<file path="config.mk">
export PLATFORM = sky130hd
export DESIGN_NAME = ogt_phase
export DESIGN_NICKNAME = d
export VERILOG_FILES = /design/src/rtl/ogt_pkg.sv /design/src/rtl/ogt_phase.sv
export SDC_FILE = /design/constraint.sdc
export NUM_CORES = 2
export LEC_CHECK = 0
export ABC_AREA = 1
export BUFFER_PORTS_ARGS = -buffer_cell sky130_fd_sc_hd__buf_2
export CORE_MARGIN = 10
export CORE_UTILIZATION = 25
export DETAILED_ROUTE_END_ITERATION = 16
export PLACE_DENSITY_LB_ADDON = 0.2
export SLEW_MARGIN = 20
export SYNTH_ARGS = -nofsm -noshare
export SYNTH_HDL_FRONTEND = slang
export SYNTH_SLANG_ARGS = --single-unit
export TNS_END_PERCENT = 20
</file>
<file path="constraint.sdc">
create_clock -name clk -period 4.9 [get_ports clk]
set_input_delay 0.98 -clock clk [delete_from_list [all_inputs] [get_ports clk]]
set_output_delay 0.98 -clock clk [all_outputs]
set_load 0.005 [all_outputs]
</file>
<file path="src/rtl/ogt_pkg.sv">
// ----------------------------------------------------------------------------
// ogt_pkg: shared types and constants for the orbit ground track unit
// Datapath widths, CORDIC gain constants, arctangent table and register codes.
// ----------------------------------------------------------------------------
`default_nettype none

package ogt_pkg;

    // coordinate width: signed Q2.30 with headroom for CORDIC growth
    localparam int DW = 36;
    // rotation angle accumulator width
    localparam int ZW = 34;

    localparam logic [31:0] HALF_TURN    = 32'h8000_0000;
    localparam logic [31:0] QUARTER_TURN = 32'h4000_0000;
    localparam logic signed [DW-1:0] GAIN_Q30 = 36'sd652032874;
    localparam logic [31:0] GAIN_Q31 = 32'd1304065748;

    typedef logic [1:0] reg_index_t;
    localparam reg_index_t REG_ORBIT_RATE = 2'd0;
    localparam reg_index_t REG_EARTH_RATE = 2'd1;
    localparam reg_index_t REG_COS_INCL   = 2'd2;
    localparam reg_index_t REG_SIN_INCL   = 2'd3;

    localparam logic [31:0] ATAN_TAB [32] = '{
        32'h20000000, 32'h12E4051E, 32'h09FB385B, 32'h051111D4,
        32'h028B0D43, 32'h0145D7E1, 32'h00A2F61E, 32'h00517C55,
        32'h0028BE53, 32'h00145F2F, 32'h000A2F98, 32'h000517CC,
        32'h00028BE6, 32'h000145F3, 32'h0000A2FA, 32'h0000517D,
        32'h000028BE, 32'h0000145F, 32'h00000A30, 32'h00000518,
        32'h0000028C, 32'h00000146, 32'h000000A3, 32'h00000051,
        32'h00000029, 32'h00000014, 32'h0000000A, 32'h00000005,
        32'h00000003, 32'h00000001, 32'h00000001, 32'h00000000
    };

endpackage

`default_nettype wire

</file>
<file path="src/rtl/ogt_phase.sv">
// ----------------------------------------------------------------------------
// ogt_phase: orbit and earth phase from a time stamp
// Two-stage multiply: split 32x40 products, then sum modulo one turn.
// ----------------------------------------------------------------------------
`default_nettype none

module ogt_phase #(
    parameter int ANGLE_BITS = 24
) (
    input  logic        clk,
    input  logic        rst_n,
    input  logic        in_valid,
    input  logic [31:0] time_s,
    input  logic [39:0] orbit_rate,
    input  logic [39:0] earth_rate,
    output logic        out_valid,
    output logic [31:0] orbit_phase,
    output logic [31:0] earth_phase
);
    import ogt_pkg::*;

    // keep the top ANGLE_BITS of the 32-bit angle
    localparam logic [31:0] PH_MASK = ~((32'd1 << (32 - ANGLE_BITS)) - 32'd1);

    logic        v1_reg;
    logic [47:0] orb_lo_reg, ear_lo_reg;
    logic [15:0] orb_hi_reg, ear_hi_reg;
    logic [63:0] orb_lo_next, ear_lo_next;
    logic [39:0] orb_hi_next, ear_hi_next;
    logic [47:0] orb_frac, ear_frac;

    assign orb_lo_next = time_s * orbit_rate[31:0];
    assign ear_lo_next = time_s * earth_rate[31:0];
    assign orb_hi_next = time_s * orbit_rate[39:32];
    assign ear_hi_next = time_s * earth_rate[39:32];

    assign orb_frac = orb_lo_reg + {orb_hi_reg, 32'd0};
    assign ear_frac = ear_lo_reg + {ear_hi_reg, 32'd0};

    always_ff @(posedge clk or negedge rst_n)
    begin
        if (!rst_n)
        begin
            v1_reg    <= 1'b0;
            out_valid <= 1'b0;
        end
        else
        begin
            v1_reg    <= in_valid;
            out_valid <= v1_reg;
        end
    end

    always_ff @(posedge clk)
    begin
        orb_lo_reg  <= orb_lo_next[47:0];
        ear_lo_reg  <= ear_lo_next[47:0];
        orb_hi_reg  <= orb_hi_next[15:0];
        ear_hi_reg  <= ear_hi_next[15:0];
        orbit_phase <= orb_frac[47:16] & PH_MASK;
        earth_phase <= ear_frac[47:16] & PH_MASK;
    end

    a_phase_trunc: assert property (@(posedge clk) disable iff (!rst_n)
        out_valid |-> ((orbit_phase & ~PH_MASK) == 32'd0 && (earth_phase & ~PH_MASK) == 32'd0))
        else $error("phase carries bits below the angle resolution");

endmodule

`default_nettype wire

</file>
---- After elaboration in Yosys (flattened, before gate mapping) ----
Index checks and enable logic that the tools add are counted.
storage, ports and cells
  register bits ........................... 178
  input bits .............................. 115
  output and inout bits ................... 65
  word-level logic and storage cells ...... 14
cells by class
  $add $sub $neg .......................... 2
  $mul .................................... 4
operators with widths
  cell                                            number
  48-bit adder                                    2
  32-bit by 32-bit multiplier with 48-bit output  2
  32-bit by 8-bit multiplier with 16-bit output   2

---- Depth between registers and ports, before layout ----
  word-level depth ........................ 1
  mapped depth ............................ 34
  gate-level depth less buffers ........... 32

---- Least setup slack after synthesis ----
OpenSTA, ideal clock, no wires.
  path kind ............................... input-to-reg
  start ................................... input port time_s[8]
  end ..................................... register orb_lo_reg[36]
  setup time .............................. 72 ps
  arrival time ............................ 7075 ps
  data required time ...................... 4828 ps
  setup slack ............................. -2247 ps
  stages .................................. 25
  path buffers ............................ 3
  cell sequence ........................... clkbuf_1 > clkbuf_1 > buf_1 > nand2_1 > fa_1 > inv_1 > fa_1 > fa_1 > fa_1 > fa_1 > fa_1 > fa_1 > inv_1 > fa_1 > inv_1 > ha_1 > nand2_1 > nor2_1 > inv_1 > nor2_1 > inv_1 > nor2_2 > nand3_1 > o211ai_1 > xor2_1
between the ends
  cells in the longest elaborated chain, start to end .. 1
ends and longest elaborated chain
  what                                            RTL line         RTL
  start: declaration                              ogt_phase.sv:13  input logic [31:0] time_s,
  32-bit by 32-bit multiplier with 48-bit output  ogt_phase.sv:32  assign orb_lo_next = time_s * orbit_rate[31:0];
  net orb_lo_next[36]                             ogt_phase.sv:28  logic [63:0] orb_lo_next, ear_lo_next;
  end signal: assignment                          ogt_phase.sv:56  orb_lo_reg <= orb_lo_next[47:0];
  end: declaration                                ogt_phase.sv:26  logic [47:0] orb_lo_reg, ear_lo_reg;
The timed path passes the listed nets, and every way through them passes these cells.

---- Final worst setup path ----
  start ................................... input port time_s[28]
  end ..................................... register ear_lo_reg[44]
between the ends
  cells in the longest elaborated chain, start to end .. 1
ends and longest elaborated chain
  what                                            RTL line         RTL
  32-bit by 32-bit multiplier with 48-bit output  ogt_phase.sv:33  assign ear_lo_next = time_s * earth_rate[31:0];
  net ear_lo_next[44]                             ogt_phase.sv:28
  end signal: assignment                          ogt_phase.sv:57  ear_lo_reg <= ear_lo_next[47:0];
  end: declaration                                ogt_phase.sv:26
The timed path passes the listed nets, and every way through them passes these cells.

==> results.cfg <==
[outcome]
outcome = complete, but fails checks
violations = negative setup slack

[global_route]
grt_antenna_before_repair = 27
grt-ovfl-total = 0
grt_use_total_pct = 15.98
gr-usage-met3_pct = 1.406
top_usage_layer = met2
grt_pass1_wl_mm = 366.6
use_met1_pct = 22.09
first_global_vias = 61540
grt_max_degree = 31
use_met2_pct = 27.24

[clocking]
clock-sinks = 130
clk_pin_slew_worst_paths_ns = 0.05
cts_hold_buf = 0
cts_tree = built
root_buffer = clkbuf_16
ctsLongestPathBuffers = 3
htree_levels = 4
cts_inserted_buffers = 25
clock_latency_ns = 0.55

[yosys]
synth-compound-area-share_pct = 2.790
yosys.area_share.xor_xnor_pct = 1.599
yosysSeqAreaShare_pct = 3.815
synth-adder-area-share_pct = 56.80
synth_area_leaders = fa_1 49%, inv_1 16%, nand2_1 14%
synthArstFlopShare_pct = 1.538
yosys.cell_types.count = 51
synthCells = 8954
synthSimpleGateAreaFrac_pct = 16.34
synth_top_family_by_area = adder cells
netlist_area_um2 = 68480
post-synth-top-area-cell = fa_1
yosysWarnings = 0
netlist.area_leader.share_pct = 49.05
synthFlopType = dfxtp_1
synthMuxAreaShare_pct = 0
ys_seq_elements = 130
synth_edf_count = 0
avgSynthCellArea_um2 = 7.648

[timing]
rsz0062_at_grt = true
hold_viol = 0
period_share_pct = 140.6
max_freq_mhz = 145.2
min_period_ns = 6.889
setup_viol = 48
tightestPinTransition_ns = 0.5639
max-slew-margin-rel_pct = 61.93
worst_slack_ns = -1.989
slew_violations = 0
finClkSkew_ns = 0.02578

[floorplanning]
fp.coreArea_um2 = 273100
ios = 180
initial_core_util_pct = 25.07
die_area_um2 = 295300
die_h_um = 543.4
die_width_um = 543.4
rows = 192

[setup_path]
critPathKind = in -> reg
rrSetupSlack_ns = 2.64
critical_path.max_fanout = 11
cp_data_required_time_ns = 5.33
cp.arrival_ns = 7.31
crit_path_end_kind = flop
startpoint_type = input pin

[drt]
remaining_drc_errors = 0
vias_per_cell = 4.177
final_antenna_net_count = 0
routed_wl_mm = 236.2
vias = 55410
wl_per_cell_um = 17.81
firstDrtPassIters = 6
dr.first_iter.drc_count = 3044

[cells_and_area]
mostFrequentLayoutCell = inv_1
layout-drive-gt1-share_pct = 15.53
nets = 11890
mostFrequentLayoutCells = 2,908 x inv_1, 2,449 x nand2_1, 1,634 x fa_1, 794 x buf_4, 380 x ha_1
syn_to_final_growth_pct = 22.78
post-route-util_pct = 30.78
num-fill-cells = 29380
fin_area_um2 = 84080

[place]
place_congestion = 0.8537
placed_area_um2 = 80480
post-dp-hpwl_mm = 200.7
port_buffers = 163

[hold_path]
hp-class = in -> async

[run]
cap_violations = 0
## worst max-delay path: stages
cell and delay [ns]:
buf_2 0.15, buf_12 0.14, buf_12 0.14, buf_4 0.15, nand2_1 0.06, inv_1 0.05, fa_1 0.44, fa_1 0.51
inv_1 0.05, fa_1 0.48, fa_1 0.56, inv_1 0.06, fa_1 0.49, fa_1 0.58, fa_2 0.48, fa_2 0.60
ha_4 0.21, buf_4 0.14, buf_4 0.14, a31oi_2 0.19, buf_4 0.15, nor2_1 0.04, nor2_1 0.14, o21a_1 0.14
nand3_1 0.09, xor2_1 0.15
## cell type report
class / instances / area (um2) / area share [%]
Antenna cell: 3 / 7.507 / 0.008928
Clock buffer: 30 / 664.4 / 0.7902
Clock inverter: 3 / 17.52 / 0.02083
Inverter: 2944 / 11050 / 13.14
Multi-Input combinational cell: 5462 / 54870 / 65.26
Sequential cell: 130 / 2613 / 3.107
Tap cell: 3589 / 4491 / 5.341
Timing Repair Buffer: 1107 / 10370 / 12.33
## logic make-up after synthesis
group / after synthesis
compound gates: 337
simple gates: 2882
other cells: 1
flops: 130
fa+ha+maj: 2102
buf+inv: 3377
xor+xnor: 125
## cell usage after synthesis (6+ instances only)
library cell,count
o21ai_0,75
a21boi_0,7
clkbuf_1,305
nor4_2,7
dfxtp_1,128
buf_1,84
a21oi_1,164
buf_2,25
nor2_1,189
buf_4,17
o21a_1,8
a21o_1,19
fa_1,1678
nor3_1,25
nand3_1,122
xnor2_1,47
nor4_1,6
ha_1,424
inv_2,7
nand3b_1,6
a31oi_1,14
xor2_1,78
nand2_1,2496
inv_1,2936
o21ai_1,12
nand4_1,16
o21bai_1,16
## final timing paths
check | from | cells past startpoint | end
setup / recovery | time_s[28] | 26 | ear_lo_reg[44]
hold / removal | rst_n | 1 | v1_reg
min in group clk | ear_lo_reg[28] | 0 | earth_phase[12]
hold reg to reg | ear_lo_reg[28] | 0 | earth_phase[12]
setup reg to reg | orb_lo_reg[32] | 7 | orbit_phase[30]
max in group asynchronous | rst_n | 1 | out_valid
## per-layer routing
metal | part of all wire [%] | vias to the layer above
met5 | 0.039 | -
met4 | 2.3 | 14
met3 | 4.0 | 232
met2 | 48 | 1047
met1 | 46 | 28110
li1 | - | 26010
## through the flow
stage,hold WS [ns],worst slack (ns),std cells,TNS (ns)
after CTS,0.1811,-1.967,13230,-88.04
after floorplan,0.3096,-1.862,8969,-86.17
after global routing,0.2023,-2.190,13270,-99.06
after detailed placement,0.3121,-2.891,13170,-140.73
after global placement,0.3174,-2.941,13170,-140.99
final,0.2174,-1.989,13270,-87.89
## what timing repair did
item,in CTS,in global routing
gates cloned,7,11
gates resized for setup,293,241
buffers inserted,24,24
endpoints found under the setup margin,59,56
pin swaps,81,87
Power is left out: the tool's default activity adds up to more than one toggle a clock period on the data nets, which glitch-free logic cannot reach.
